--- config.mk ---
export PLATFORM = sky130hd
export DESIGN_NAME = html_namespace_feedback_tracker_flat
export DESIGN_NICKNAME = d
export VERILOG_FILES = /design/src/rtl/nft_pkg.sv /design/src/rtl/nft_if.sv /design/src/rtl/nft_ram.sv /design/src/rtl/nft_out_buf.sv /design/src/rtl/html_namespace_feedback_tracker.sv /design/src/flat_wrapper.sv
export SDC_FILE = /design/constraint.sdc
export NUM_CORES = 1
export LEC_CHECK = 0
export BUFFER_PORTS_ARGS = -buffer_cell sky130_fd_sc_hd__buf_2
export CORE_ASPECT_RATIO = 1.2
export CORE_MARGIN = 4
export CORE_UTILIZATION = 49
export CTS_BUF_LIST = sky130_fd_sc_hd__clkbuf_8
export DETAILED_ROUTE_END_ITERATION = 10
export GPL_ROUTABILITY_DRIVEN = 1
export PLACE_DENSITY = 0.67
export SYNTH_ARGS = -nofsm -noshare
export SYNTH_HDL_FRONTEND = slang
export SYNTH_SLANG_ARGS = --single-unit
--- constraint.sdc ---
create_clock -name clk_i -period 7.2 [get_ports clk_i]
set_input_delay 1.8 -clock clk_i [delete_from_list [all_inputs] [get_ports clk_i]]
set_output_delay 1.8 -clock clk_i [all_outputs]
set_load 0.02 [all_outputs]
--- src/rtl/nft_pkg.sv ---
// ----------------------------------------------------------------------------
// nft_pkg
// Shared types, tag codes and decode functions for the HTML namespace
// feedback tracker.
// ----------------------------------------------------------------------------
package nft_pkg;

  // Default and maximum number of namespace stack entries.
  localparam int unsigned StackDepthDefault = 32;

  // Token kinds as delivered by the tokenizer.
  typedef enum logic [1:0] {
    KIND_START = 2'd0,
    KIND_END   = 2'd1,
    KIND_OTHER = 2'd2,
    KIND_SPARE = 2'd3
  } kind_e;

  // Namespaces held on the stack.
  typedef enum logic [1:0] {
    NS_HTML = 2'd0,
    NS_SVG  = 2'd1,
    NS_MATH = 2'd2,
    NS_NONE = 2'd3
  } ns_e;

  // Tokenizer mode requests.
  typedef enum logic [2:0] {
    MODE_KEEP      = 3'd0,
    MODE_RCDATA    = 3'd1,
    MODE_PLAINTEXT = 3'd2,
    MODE_SCRIPT    = 3'd3,
    MODE_RAWTEXT   = 3'd4,
    MODE_ERROR     = 3'd5
  } mode_e;

  // Error reports.
  typedef enum logic [1:0] {
    ERR_NONE          = 2'd0,
    ERR_FOREIGN_OVFL  = 2'd1,
    ERR_HTML_OVFL     = 2'd2
  } err_e;

  // Stack update chosen for one token.
  typedef enum logic [1:0] {
    ACT_NONE = 2'd0,
    ACT_PUSH = 2'd1,
    ACT_POP  = 2'd2
  } act_e;

  // Tag codes.
  localparam logic [6:0] TagTextarea      = 7'd1;
  localparam logic [6:0] TagTitle         = 7'd2;
  localparam logic [6:0] TagPlaintext     = 7'd3;
  localparam logic [6:0] TagScript        = 7'd4;
  localparam logic [6:0] TagStyle         = 7'd5;
  localparam logic [6:0] TagNoscript      = 7'd10;
  localparam logic [6:0] TagBase          = 7'd11;
  localparam logic [6:0] TagMeta          = 7'd15;
  localparam logic [6:0] TagBr            = 7'd17;
  localparam logic [6:0] TagEmbed         = 7'd18;
  localparam logic [6:0] TagImg           = 7'd19;
  localparam logic [6:0] TagHr            = 7'd26;
  localparam logic [6:0] TagMath          = 7'd27;
  localparam logic [6:0] TagSvg           = 7'd28;
  localparam logic [6:0] TagFrame         = 7'd30;
  localparam logic [6:0] TagB             = 7'd31;
  localparam logic [6:0] TagVar           = 7'd63;
  localparam logic [6:0] TagFont          = 7'd64;
  localparam logic [6:0] TagMi            = 7'd65;
  localparam logic [6:0] TagMtext         = 7'd69;
  localparam logic [6:0] TagDesc          = 7'd70;
  localparam logic [6:0] TagForeignObject = 7'd71;
  localparam logic [6:0] TagImage         = 7'd72;

  // One result transaction.
  typedef struct packed {
    mode_e tokenizer_mode;
    logic  cdata_permitted;
    logic  trailing_solidus_error;
    logic  rewrite_to_img;
    err_e  error_code;
    ns_e   current_namespace;
  } out_t;

  // Tokenizer mode that an HTML start tag selects.
  function automatic mode_e mode_for(logic [6:0] t);
    mode_e m;
    m = MODE_KEEP;
    if (t == TagTextarea || t == TagTitle) begin
      m = MODE_RCDATA;
    end else if (t == TagPlaintext) begin
      m = MODE_PLAINTEXT;
    end else if (t == TagScript) begin
      m = MODE_SCRIPT;
    end else if (t >= TagStyle && t <= TagNoscript) begin
      m = MODE_RAWTEXT;
    end
    return m;
  endfunction

  // Void elements take no end tag.
  function automatic logic is_void(logic [6:0] t);
    return (t >= TagBase) && (t <= TagFrame);
  endfunction

  // Start tags that leave foreign content.
  function automatic logic breaks_out(logic [6:0] t, logic heading, logic font_attr);
    logic r;
    if ((t >= TagB && t <= TagVar) || t == TagMeta || t == TagBr ||
        t == TagEmbed || t == TagImg || t == TagHr) begin
      r = 1'b1;
    end else if (t == TagFont) begin
      r = font_attr;
    end else begin
      r = heading;
    end
    return r;
  endfunction

  // Elements inside which HTML content resumes.
  function automatic logic integration_point(ns_e ns, logic [6:0] t, logic is_start,
                                             logic annot, logic enc);
    logic r;
    r = 1'b0;
    if (ns == NS_MATH) begin
      r = (t >= TagMi && t <= TagMtext) || (is_start && annot && enc);
    end else if (ns == NS_SVG) begin
      r = (t == TagDesc) || (t == TagTitle) || (t == TagForeignObject);
    end
    return r;
  endfunction

endpackage

--- src/rtl/nft_if.sv ---
// ----------------------------------------------------------------------------
// nft_if
// Valid/ready channels for tokens entering and results leaving the tracker.
// ----------------------------------------------------------------------------
interface nft_in_if;
  logic       valid;
  logic       ready;
  logic [1:0] token_kind;
  logic [6:0] tag_code;
  logic       ends_with_slash;
  logic       heading_name;
  logic       font_presentation_attr;
  logic       name_is_annotation_xml;
  logic       annotation_html_encoding;

  modport source (
    output valid, token_kind, tag_code, ends_with_slash, heading_name,
           font_presentation_attr, name_is_annotation_xml, annotation_html_encoding,
    input  ready
  );
  modport sink (
    input  valid, token_kind, tag_code, ends_with_slash, heading_name,
           font_presentation_attr, name_is_annotation_xml, annotation_html_encoding,
    output ready
  );
endinterface

interface nft_out_if;
  logic       valid;
  logic       ready;
  logic [2:0] tokenizer_mode;
  logic       cdata_permitted;
  logic       trailing_solidus_error;
  logic       rewrite_to_img;
  logic [1:0] error_code;
  logic [1:0] current_namespace;

  modport source (
    output valid, tokenizer_mode, cdata_permitted, trailing_solidus_error,
           rewrite_to_img, error_code, current_namespace,
    input  ready
  );
  modport sink (
    input  valid, tokenizer_mode, cdata_permitted, trailing_solidus_error,
           rewrite_to_img, error_code, current_namespace,
    output ready
  );
endinterface

--- src/rtl/nft_ram.sv ---
// ----------------------------------------------------------------------------
// nft_ram
// Simple dual-port namespace memory: one write and one registered read per
// cycle. Holds the stack entries below the two cached top entries.
// ----------------------------------------------------------------------------
module nft_ram #(
  parameter int unsigned Depth = nft_pkg::StackDepthDefault,
  localparam int unsigned AddrW = (Depth > 1) ? $clog2(Depth) : 1
) (
  input  logic             clk_i,
  input  logic             we_i,
  input  logic [AddrW-1:0] waddr_i,
  input  nft_pkg::ns_e     wdata_i,
  input  logic [AddrW-1:0] raddr_i,
  output nft_pkg::ns_e     rdata_o
);
  import nft_pkg::*;

  ns_e mem_q [Depth];
  ns_e rdata_q;

  // Write port.
  always_ff @(posedge clk_i) begin
    if (we_i) begin
      mem_q[waddr_i] <= wdata_i;
    end
  end

  // Registered read port.
  always_ff @(posedge clk_i) begin
    rdata_q <= mem_q[raddr_i];
  end

  assign rdata_o = rdata_q;

endmodule

--- src/rtl/nft_out_buf.sv ---
// ----------------------------------------------------------------------------
// nft_out_buf
// Output register with a skid stage, so that a new transaction can be taken
// in the same cycle in which a stalled result waits.
// ----------------------------------------------------------------------------
module nft_out_buf (
  input  logic          clk_i,
  input  logic          rst_ni,
  input  logic          push_i,
  input  nft_pkg::out_t data_i,
  output logic          ready_o,
  nft_out_if.source     out_o
);
  import nft_pkg::*;

  out_t main_q, skid_q;
  logic main_v_q, skid_v_q;
  logic drain;

  assign ready_o = !skid_v_q;
  assign drain   = !main_v_q || out_o.ready;

  // Valid flags.
  always_ff @(posedge clk_i or negedge rst_ni) begin
    if (!rst_ni) begin
      main_v_q <= 1'b0;
      skid_v_q <= 1'b0;
    end else if (drain) begin
      main_v_q <= skid_v_q || push_i;
      skid_v_q <= 1'b0;
    end else if (push_i) begin
      skid_v_q <= 1'b1;
    end
  end

  // Payload registers.
  always_ff @(posedge clk_i) begin
    if (drain) begin
      main_q <= skid_v_q ? skid_q : data_i;
    end else if (push_i) begin
      skid_q <= data_i;
    end
  end

  assign out_o.valid                  = main_v_q;
  assign out_o.tokenizer_mode         = main_q.tokenizer_mode;
  assign out_o.cdata_permitted        = main_q.cdata_permitted;
  assign out_o.trailing_solidus_error = main_q.trailing_solidus_error;
  assign out_o.rewrite_to_img         = main_q.rewrite_to_img;
  assign out_o.error_code             = main_q.error_code;
  assign out_o.current_namespace      = main_q.current_namespace;

endmodule

--- src/rtl/html_namespace_feedback_tracker.sv ---
// ----------------------------------------------------------------------------
// html_namespace_feedback_tracker
// Tracks the HTML / SVG / MathML namespace stack of a token stream and tells
// the tokenizer how to read what follows.
// ----------------------------------------------------------------------------
// The tracker takes one token per clock cycle unless its output buffer stalls,
// and returns exactly one result per token through an output register
// backed by a skid stage. The stack top and the entry under it live in
// registers; deeper entries live in a memory with one write and one
// registered read port, which is read every cycle at the entry that the next
// pop would need, so that pops and pushes may follow each other in
// consecutive cycles. The memory is not cleared after reset and needs no
// clearing pass: an entry is always written before it can be read.
module html_namespace_feedback_tracker #(
  parameter int unsigned STACK_DEPTH = nft_pkg::StackDepthDefault
) (
  input  logic      clk_i,
  input  logic      rst_ni,
  nft_in_if.sink    in_i,
  nft_out_if.source out_o
);
  import nft_pkg::*;

  localparam int unsigned CntW  = $clog2(STACK_DEPTH + 1);
  localparam int unsigned AddrW = (STACK_DEPTH > 1) ? $clog2(STACK_DEPTH) : 1;

  // Cached stack entries, fill count and memory forwarding.
  ns_e             top_q, top_d;
  ns_e             second_q, second_d;
  logic [CntW-1:0] count_q, count_d;
  logic            fwd_q;
  ns_e             fwd_data_q;

  // Memory port signals.
  logic             ram_we;
  logic [AddrW-1:0] ram_waddr, ram_raddr;
  logic [CntW-1:0]  waddr_full, raddr_full;
  ns_e              ram_rdata, below_second;

  // Step decode signals.
  logic      accept, buf_ready, full, has_second;
  kind_e     kind;
  logic [6:0] tag;
  act_e      act;
  ns_e       push_ns, top_after;
  mode_e     mode;
  err_e      err;
  logic      solidus, rewrite, delayed;
  logic [6:0] eff_tag;
  out_t      result;

  assign in_i.ready  = buf_ready;
  assign accept      = in_i.valid && buf_ready;
  assign kind        = kind_e'(in_i.token_kind);
  assign tag         = in_i.tag_code;
  assign full        = (count_q == CntW'(STACK_DEPTH));
  assign has_second  = (count_q > CntW'(1));
  assign below_second = fwd_q ? fwd_data_q : ram_rdata;

  // Per-token decode: stack action and result fields.
  always_comb begin
    act       = ACT_NONE;
    push_ns   = NS_HTML;
    mode      = MODE_KEEP;
    err       = ERR_NONE;
    rewrite   = 1'b0;
    delayed   = 1'b0;
    eff_tag   = tag;
    top_after = top_q;
    solidus   = 1'b0;
    if (kind == KIND_START) begin
      if (tag == TagSvg || tag == TagMath) begin
        if (full) begin
          mode = MODE_ERROR;
          err  = ERR_FOREIGN_OVFL;
        end else begin
          act     = ACT_PUSH;
          push_ns = (tag == TagSvg) ? NS_SVG : NS_MATH;
        end
      end else if (top_q != NS_HTML) begin
        if (breaks_out(tag, in_i.heading_name, in_i.font_presentation_attr)) begin
          act = ACT_POP;
        end else begin
          delayed = !in_i.ends_with_slash &&
                    integration_point(top_q, tag, 1'b1, in_i.name_is_annotation_xml,
                                      in_i.annotation_html_encoding);
        end
      end else begin
        if (tag == TagImage) begin
          eff_tag = TagImg;
          rewrite = 1'b1;
        end
        mode = mode_for(tag);
      end
      // Namespace after the tag's own handling decides the solidus error.
      if (act == ACT_PUSH) begin
        top_after = push_ns;
      end else if (act == ACT_POP && has_second) begin
        top_after = second_q;
      end
      solidus = (top_after == NS_HTML) && in_i.ends_with_slash && !is_void(eff_tag);
      // HTML push after an integration point.
      if (delayed) begin
        if (full) begin
          mode = MODE_ERROR;
          err  = ERR_HTML_OVFL;
        end else begin
          act     = ACT_PUSH;
          push_ns = NS_HTML;
        end
      end
    end else if (kind == KIND_END) begin
      if (top_q != NS_HTML) begin
        if ((top_q == NS_SVG && tag == TagSvg) || (top_q == NS_MATH && tag == TagMath)) begin
          act = ACT_POP;
        end
      end else if (has_second &&
                   integration_point(second_q, tag, 1'b0, in_i.name_is_annotation_xml,
                                     in_i.annotation_html_encoding)) begin
        act = ACT_POP;
      end
    end
  end

  // Stack update; a pop from a single entry is ignored.
  always_comb begin
    top_d    = top_q;
    second_d = second_q;
    count_d  = count_q;
    ram_we   = 1'b0;
    if (accept) begin
      unique case (act)
        ACT_PUSH: begin
          top_d    = push_ns;
          second_d = top_q;
          count_d  = count_q + CntW'(1);
          ram_we   = has_second;
        end
        ACT_POP: begin
          if (has_second) begin
            top_d    = second_q;
            second_d = below_second;
            count_d  = count_q - CntW'(1);
          end
        end
        default: begin
        end
      endcase
    end
  end

  // Old second entry spills to memory at count-2; prefetch entry count_d-3.
  assign waddr_full = count_q - CntW'(2);
  assign raddr_full = count_d - CntW'(3);
  assign ram_waddr  = waddr_full[AddrW-1:0];
  assign ram_raddr  = raddr_full[AddrW-1:0];

  always_ff @(posedge clk_i or negedge rst_ni) begin
    if (!rst_ni) begin
      top_q   <= NS_HTML;
      count_q <= CntW'(1);
      fwd_q   <= 1'b0;
    end else begin
      top_q   <= top_d;
      count_q <= count_d;
      fwd_q   <= ram_we && (ram_waddr == ram_raddr);
    end
  end

  always_ff @(posedge clk_i) begin
    second_q   <= second_d;
    fwd_data_q <= second_q;
  end

  nft_ram #(
    .Depth(STACK_DEPTH)
  ) u_ram (
    .clk_i  (clk_i),
    .we_i   (ram_we),
    .waddr_i(ram_waddr),
    .wdata_i(second_q),
    .raddr_i(ram_raddr),
    .rdata_o(ram_rdata)
  );

  // Result assembly from the namespace after the step.
  always_comb begin
    result.tokenizer_mode         = mode;
    result.cdata_permitted        = (top_d != NS_HTML);
    result.trailing_solidus_error = solidus;
    result.rewrite_to_img         = rewrite;
    result.error_code             = err;
    result.current_namespace      = top_d;
  end

  nft_out_buf u_out_buf (
    .clk_i  (clk_i),
    .rst_ni (rst_ni),
    .push_i (accept),
    .data_i (result),
    .ready_o(buf_ready),
    .out_o  (out_o)
  );

endmodule

--- src/flat_wrapper.sv ---
// flat-port wrapper written by rule: the top's interface ports become plain ports
module html_namespace_feedback_tracker_flat import nft_pkg::*;
#(
  parameter int unsigned STACK_DEPTH = nft_pkg::StackDepthDefault
)
  (clk_i, rst_ni, in_i_valid, in_i_token_kind, in_i_tag_code, in_i_ends_with_slash, in_i_heading_name, in_i_font_presentation_attr, in_i_name_is_annotation_xml, in_i_annotation_html_encoding, in_i_ready, out_o_valid, out_o_tokenizer_mode, out_o_cdata_permitted, out_o_trailing_solidus_error, out_o_rewrite_to_img, out_o_error_code, out_o_current_namespace, out_o_ready);
  nft_in_if in_i_i ();
  nft_out_if out_o_i ();
  input  logic clk_i;
  input  logic rst_ni;
  input wire logic [$bits(in_i_i.valid)-1:0] in_i_valid;
  input wire logic [$bits(in_i_i.token_kind)-1:0] in_i_token_kind;
  input wire logic [$bits(in_i_i.tag_code)-1:0] in_i_tag_code;
  input wire logic [$bits(in_i_i.ends_with_slash)-1:0] in_i_ends_with_slash;
  input wire logic [$bits(in_i_i.heading_name)-1:0] in_i_heading_name;
  input wire logic [$bits(in_i_i.font_presentation_attr)-1:0] in_i_font_presentation_attr;
  input wire logic [$bits(in_i_i.name_is_annotation_xml)-1:0] in_i_name_is_annotation_xml;
  input wire logic [$bits(in_i_i.annotation_html_encoding)-1:0] in_i_annotation_html_encoding;
  output wire logic [$bits(in_i_i.ready)-1:0] in_i_ready;
  output wire logic [$bits(out_o_i.valid)-1:0] out_o_valid;
  output wire logic [$bits(out_o_i.tokenizer_mode)-1:0] out_o_tokenizer_mode;
  output wire logic [$bits(out_o_i.cdata_permitted)-1:0] out_o_cdata_permitted;
  output wire logic [$bits(out_o_i.trailing_solidus_error)-1:0] out_o_trailing_solidus_error;
  output wire logic [$bits(out_o_i.rewrite_to_img)-1:0] out_o_rewrite_to_img;
  output wire logic [$bits(out_o_i.error_code)-1:0] out_o_error_code;
  output wire logic [$bits(out_o_i.current_namespace)-1:0] out_o_current_namespace;
  input wire logic [$bits(out_o_i.ready)-1:0] out_o_ready;
  assign in_i_i.valid = in_i_valid;
  assign in_i_i.token_kind = in_i_token_kind;
  assign in_i_i.tag_code = in_i_tag_code;
  assign in_i_i.ends_with_slash = in_i_ends_with_slash;
  assign in_i_i.heading_name = in_i_heading_name;
  assign in_i_i.font_presentation_attr = in_i_font_presentation_attr;
  assign in_i_i.name_is_annotation_xml = in_i_name_is_annotation_xml;
  assign in_i_i.annotation_html_encoding = in_i_annotation_html_encoding;
  assign in_i_ready = in_i_i.ready;
  assign out_o_valid = out_o_i.valid;
  assign out_o_tokenizer_mode = out_o_i.tokenizer_mode;
  assign out_o_cdata_permitted = out_o_i.cdata_permitted;
  assign out_o_trailing_solidus_error = out_o_i.trailing_solidus_error;
  assign out_o_rewrite_to_img = out_o_i.rewrite_to_img;
  assign out_o_error_code = out_o_i.error_code;
  assign out_o_current_namespace = out_o_i.current_namespace;
  assign out_o_i.ready = out_o_ready;
  html_namespace_feedback_tracker #(.STACK_DEPTH(STACK_DEPTH)) u_core (.clk_i(clk_i), .rst_ni(rst_ni), .in_i(in_i_i), .out_o(out_o_i));
endmodule
==> flow_metrics.py <==
metrics = {
    "cells_and_area": {
        "finish.net_count": 454,
        "antennaDiodeCount": 0,
        "finalInstanceArea_sq_um": 5490,
        "synthToLayoutAreaGrowth_pct": 7.89,
        "post_route_cells_drive_above_1_share_pct": 18.8,
    },
    "synth": {
        "yosysTopAreaCellShare_pct": 50.7,
        "average_instance_area_after_synthesis_sq_um": 12.9,
        "yosys.cell_types.count": 54,
        "count_of_state_elements_after_synthesis": 101,
        "synth-edff-count": 86,
        "synth.yosys.seq_area_share_pct": 57.7,
        "syn_nets": 425,
        "synth-warning-count": 0,
        "synth_top_flop_cell": "sky130_fd_sc_hd__edfxtp_1",
        "synth.largest_area_cell": "sky130_fd_sc_hd__edfxtp_1",
        "asyncSetResetFlopFracSynth_pct": 10.9,
        "cell_types_occupying_the_most_area_after_synthesis": "sky130_fd_sc_hd__edfxtp_1, sky130_fd_sc_hd__mux2i_1, sky130_fd_sc_hd__dfrtp_1",
        "post_syn_area_sq_um": 5090,
        "synth_cells": 396,
    },
    "placement": {
        "place_hpwl_um": 7660,
        "dpl_worst_slack_ps": 498,
        "io_buffers": 29,
        "gp_routability_congestion": 0.852,
        "place_area_sq_um": 5320,
    },
    "floorplanning": {
        "floorplan.initialDensity_pct": 50.6,
        "row_count": 40,
        "die_width_um": 101,
        "fp.dieH_um": 120,
        "core_area_sq_um": 10100,
        "pin_count": 30,
        "floorplan.die_area_sq_um": 12100,
    },
    "pwr": {
        "switching_share_pct": 22.8,
        "power.net_switching_uw": 230,
        "power.static_leakage_uw": 0.00193,
        "power.internal_uw": 781,
        "pwr-share-clk_pct": 32.0,
        "worst_ir_drop_vdd_mv": 0.121,
        "share_seq_of_total_power_pct": 63.2,
        "comb_power_share_pct": 4.8,
        "power.density_nw_per_um2": 184,
    },
    "drt": {
        "final_wirelength_um": 10600,
        "route.antenna.remaining_nets": 0,
        "via_count": 3196,
        "vias_per_cell": 5.75,
        "first_pass_iters": 4,
        "route.detailed.drc": 0,
        "initialDrtViolationCount": 157,
        "route.detailed.wl_per_inst_um": 19.1,
    },
    "sta": {
        "total_negative_setup_slacks_ps": 0,
        "setup_viol_count_final": 0,
        "transition_time_at_the_pin_with_the_least_slew_margin_ps": 900,
        "number_of_failing_hold_endpoints_at_the_final_stage": 0,
        "slew_violations": 0,
        "final_worst_slack_ps": 828,
        "final.setup_skew_ps": 18.3,
        "max_freq_mhz": 157,
        "period_share_pct": 88.5,
        "maxSlewHeadroom_pct": 39.8,
        "rsz0062_at_grt": "no",
        "finalCriticalPeriod_ps": 6370,
    },
    "worst_setup_path": {
        "critPathRequiredTime_ps": 7430,
        "timing.critical_path.arrival_ps": 6600,
        "startpoint_type": "input pin",
        "worstSetupEndpointType": "register",
        "classification_of_the_worst_setup_path": "in -> reg",
        "cp_max_fo": 16,
    },
    "clocking": {
        "tritoncts": "yes",
        "clk-insertion-delay-late_ps": 360,
        "postCtsSetupBuffers": 0,
        "cts_sinks": 101,
        "htree_num_levels": 3,
        "cts.clk_slew.worst_paths_ps": 90,
        "cts_resized": 0,
        "numCtsBuffers": 9,
        "clock_tree.root_cell": "sky130_fd_sc_hd__clkbuf_8",
        "clock_buffer_depth": 2,
        "cts_hold_buf": 0,
    },
    "global_routing": {
        "grt_start_max_net_pins": 38,
        "grt_antenna_before_repair": 0,
        "grtUsageTotal_pct": 18.2,
        "grt_pass1_wl_um": 17000,
        "grt_pass1_vias": 3287,
        "gr-total-overflow": 0,
    },
    "worst_hold_path": {
        "holdCritPathClass": "reg -> reg",
    },
    "run": {
        "drv_cap": 0,
    },
    "status": {
        "run_status": "completed",
    },
}
## layout make-up
cell class,count,area (sq um)
fill,868,4570
sequential,101,2940
multi-input combinational,268,2000
timing repair buffer,35,190
tap,126,158
clock buffer,9,124
clock inverter,7,47.5
inverter,10,37.5
## cell usage after synthesis, types with 4 or more instances
cell type and instances:
sky130_fd_sc_hd__a21oi_1 19, sky130_fd_sc_hd__buf_6 4, sky130_fd_sc_hd__clkbuf_1 8, sky130_fd_sc_hd__dfrtp_1 10, sky130_fd_sc_hd__dfxtp_1 4, sky130_fd_sc_hd__edfxtp_1 86
sky130_fd_sc_hd__ha_1 11, sky130_fd_sc_hd__inv_1 9, sky130_fd_sc_hd__mux2_2 16, sky130_fd_sc_hd__mux2i_1 27, sky130_fd_sc_hd__mux4_1 7, sky130_fd_sc_hd__mux4_2 4
sky130_fd_sc_hd__nand2_1 29, sky130_fd_sc_hd__nand2b_1 4, sky130_fd_sc_hd__nand3_1 8, sky130_fd_sc_hd__nand4_1 5, sky130_fd_sc_hd__nor2_1 55, sky130_fd_sc_hd__nor3_1 9
sky130_fd_sc_hd__nor4_1 4, sky130_fd_sc_hd__o21a_1 4, sky130_fd_sc_hd__o21ai_0 11, sky130_fd_sc_hd__or3_1 5, sky130_fd_sc_hd__xnor2_1 8, sky130_fd_sc_hd__xor2_1 5
## placed cells by master (no fill, tap or decap), types with 2 or more instances in the layout
cell                       Yosys  layout
sky130_fd_sc_hd__nor3b_1       3       3
sky130_fd_sc_hd__nand4_1       5       5
sky130_fd_sc_hd__o22ai_1       3       3
sky130_fd_sc_hd__ha_1         11      11
sky130_fd_sc_hd__nor3_1        9       9
sky130_fd_sc_hd__nor2_1       55      55
sky130_fd_sc_hd__o21ai_4       2       2
sky130_fd_sc_hd__nand2_1      29      29
sky130_fd_sc_hd__mux2i_1      27      27
sky130_fd_sc_hd__dfxtp_1       4       4
sky130_fd_sc_hd__xnor2_1       8       8
sky130_fd_sc_hd__a211oi_1      2       2
sky130_fd_sc_hd__inv_6         0       2
sky130_fd_sc_hd__clkinv_1      0       2
sky130_fd_sc_hd__o21ai_1       2       2
sky130_fd_sc_hd__o21a_1        4       4
sky130_fd_sc_hd__edfxtp_1     86      86
sky130_fd_sc_hd__nand3_1       8       8
sky130_fd_sc_hd__mux2_2       16      16
sky130_fd_sc_hd__or3_1         5       5
sky130_fd_sc_hd__mux4_2        4       4
sky130_fd_sc_hd__buf_4         2       6
sky130_fd_sc_hd__buf_2         0      29
sky130_fd_sc_hd__nand4b_1      3       3
sky130_fd_sc_hd__nand2b_1      4       4
sky130_fd_sc_hd__clkbuf_8      0       9
sky130_fd_sc_hd__mux4_1        7       7
sky130_fd_sc_hd__nor4_1        4       4
sky130_fd_sc_hd__o21ai_0      11      11
sky130_fd_sc_hd__a21oi_1      19      19
sky130_fd_sc_hd__nor2b_1       2       2
sky130_fd_sc_hd__or2_2         2       2
sky130_fd_sc_hd__xor2_1        5       5
sky130_fd_sc_hd__dfrtp_1      10      10
sky130_fd_sc_hd__or3b_2        2       2
sky130_fd_sc_hd__inv_1         9      10
## sequential cells by signal, summed over array words and instances, names as in the netlist, 2 cells and up
name                                      count
u_core.count_q                                6
u_core.fwd_data_q                             2
u_core.second_q                               2
u_core.top_q                                  2
u_core.u_out_buf.out_o.current_namespace      2
u_core.u_out_buf.out_o.error_code             2
u_core.u_out_buf.out_o.tokenizer_mode         3
u_core.u_out_buf.skid_q                      10
u_core.u_ram.mem_q                           64
u_core.u_ram.rdata_o                          2
## per-stage QoR
stage / instances / power, uW / utilization (%) / hold slack (ps)
2_1_floorplan: 396 / 684 / - / 498
3_3_place_gp: 540 / 701 / 52.9 / 515
3_5_place_dp: 540 / 701 / 52.9 / 526
4_1_cts: 556 / 1020 / 54.6 / 549
5_1_grt: 556 / 1050 / 54.6 / 565
6_report: 556 / 1010 / 54.6 / 542
## logic make-up (layout without fill, tap and decap cells)
logic type               after synthesis  in the layout  synth area share [%]
AND/OR/NAND/NOR                      136            136                  12.8
flip-flops                           101            101                  57.7
multiplexers                          54             54                  14.2
AO/OA/AOI/OAI                         53             53                  6.96
buffers and inverters                 27             61                  3.05
XOR/XNOR                              14             14                  2.56
adder cells (fa/ha/maj)               11             11                  2.70
## metal layers
layer | global-route usage [%] | routed length, um | share of wire [%]
met5 | 0 | 0 | 0
met4 | 5.40 | 189 | 1.8
met3 | 2.56 | 361 | 3.4
met2 | 33.0 | 5680 | 53
met1 | 22.1 | 4390 | 41
## path summary, 6_finish.rpt
path	cells after the start	startpoint	to	slack (ps)
max	18	in_i_tag_code[1]	u_core.u_ram.rdata_o[1]	830
min	2	u_core.u_out_buf.skid_q[4]	u_core.u_out_buf.out_o.rewrite_to_img	540
max reg2reg	17	u_core.count_q[0]	u_core.u_ram.rdata_o[1]	1990
min reg2reg	2	u_core.u_out_buf.skid_q[4]	u_core.u_out_buf.out_o.rewrite_to_img	540
max in group asynchronous	1	rst_ni	u_core.count_q[0]	5620
min in group asynchronous	1	rst_ni	u_core.u_out_buf.skid_v_q	1310
## worst max-delay path: stages
cell and delay [ps]:
sky130_fd_sc_hd__buf_2 150, sky130_fd_sc_hd__or3_1 420, sky130_fd_sc_hd__nor4_1 280, sky130_fd_sc_hd__mux2i_1 130
sky130_fd_sc_hd__nand2_1 100, sky130_fd_sc_hd__o211ai_1 110, sky130_fd_sc_hd__or3_1 370, sky130_fd_sc_hd__a21oi_1 290
sky130_fd_sc_hd__inv_1 80, sky130_fd_sc_hd__ha_1 310, sky130_fd_sc_hd__or3b_2 520, sky130_fd_sc_hd__o21ai_0 350
sky130_fd_sc_hd__o211ai_4 170, sky130_fd_sc_hd__xor2_2 170, sky130_fd_sc_hd__buf_4 280, sky130_fd_sc_hd__mux4_1 340
sky130_fd_sc_hd__mux2_2 280, sky130_fd_sc_hd__mux4_2 460
## power by group through the flow
stage	registers, uW	clock network, uW	logic, uW
final	639	324	48.5
after floorplan	660	0	23.4
after detailed placement	653	0	48.6
after global placement	653	0	48.2
after CTS	640	331	48.8
after global routing	641	356	53.4
Note: power is estimated with default switching activity, not from simulation.
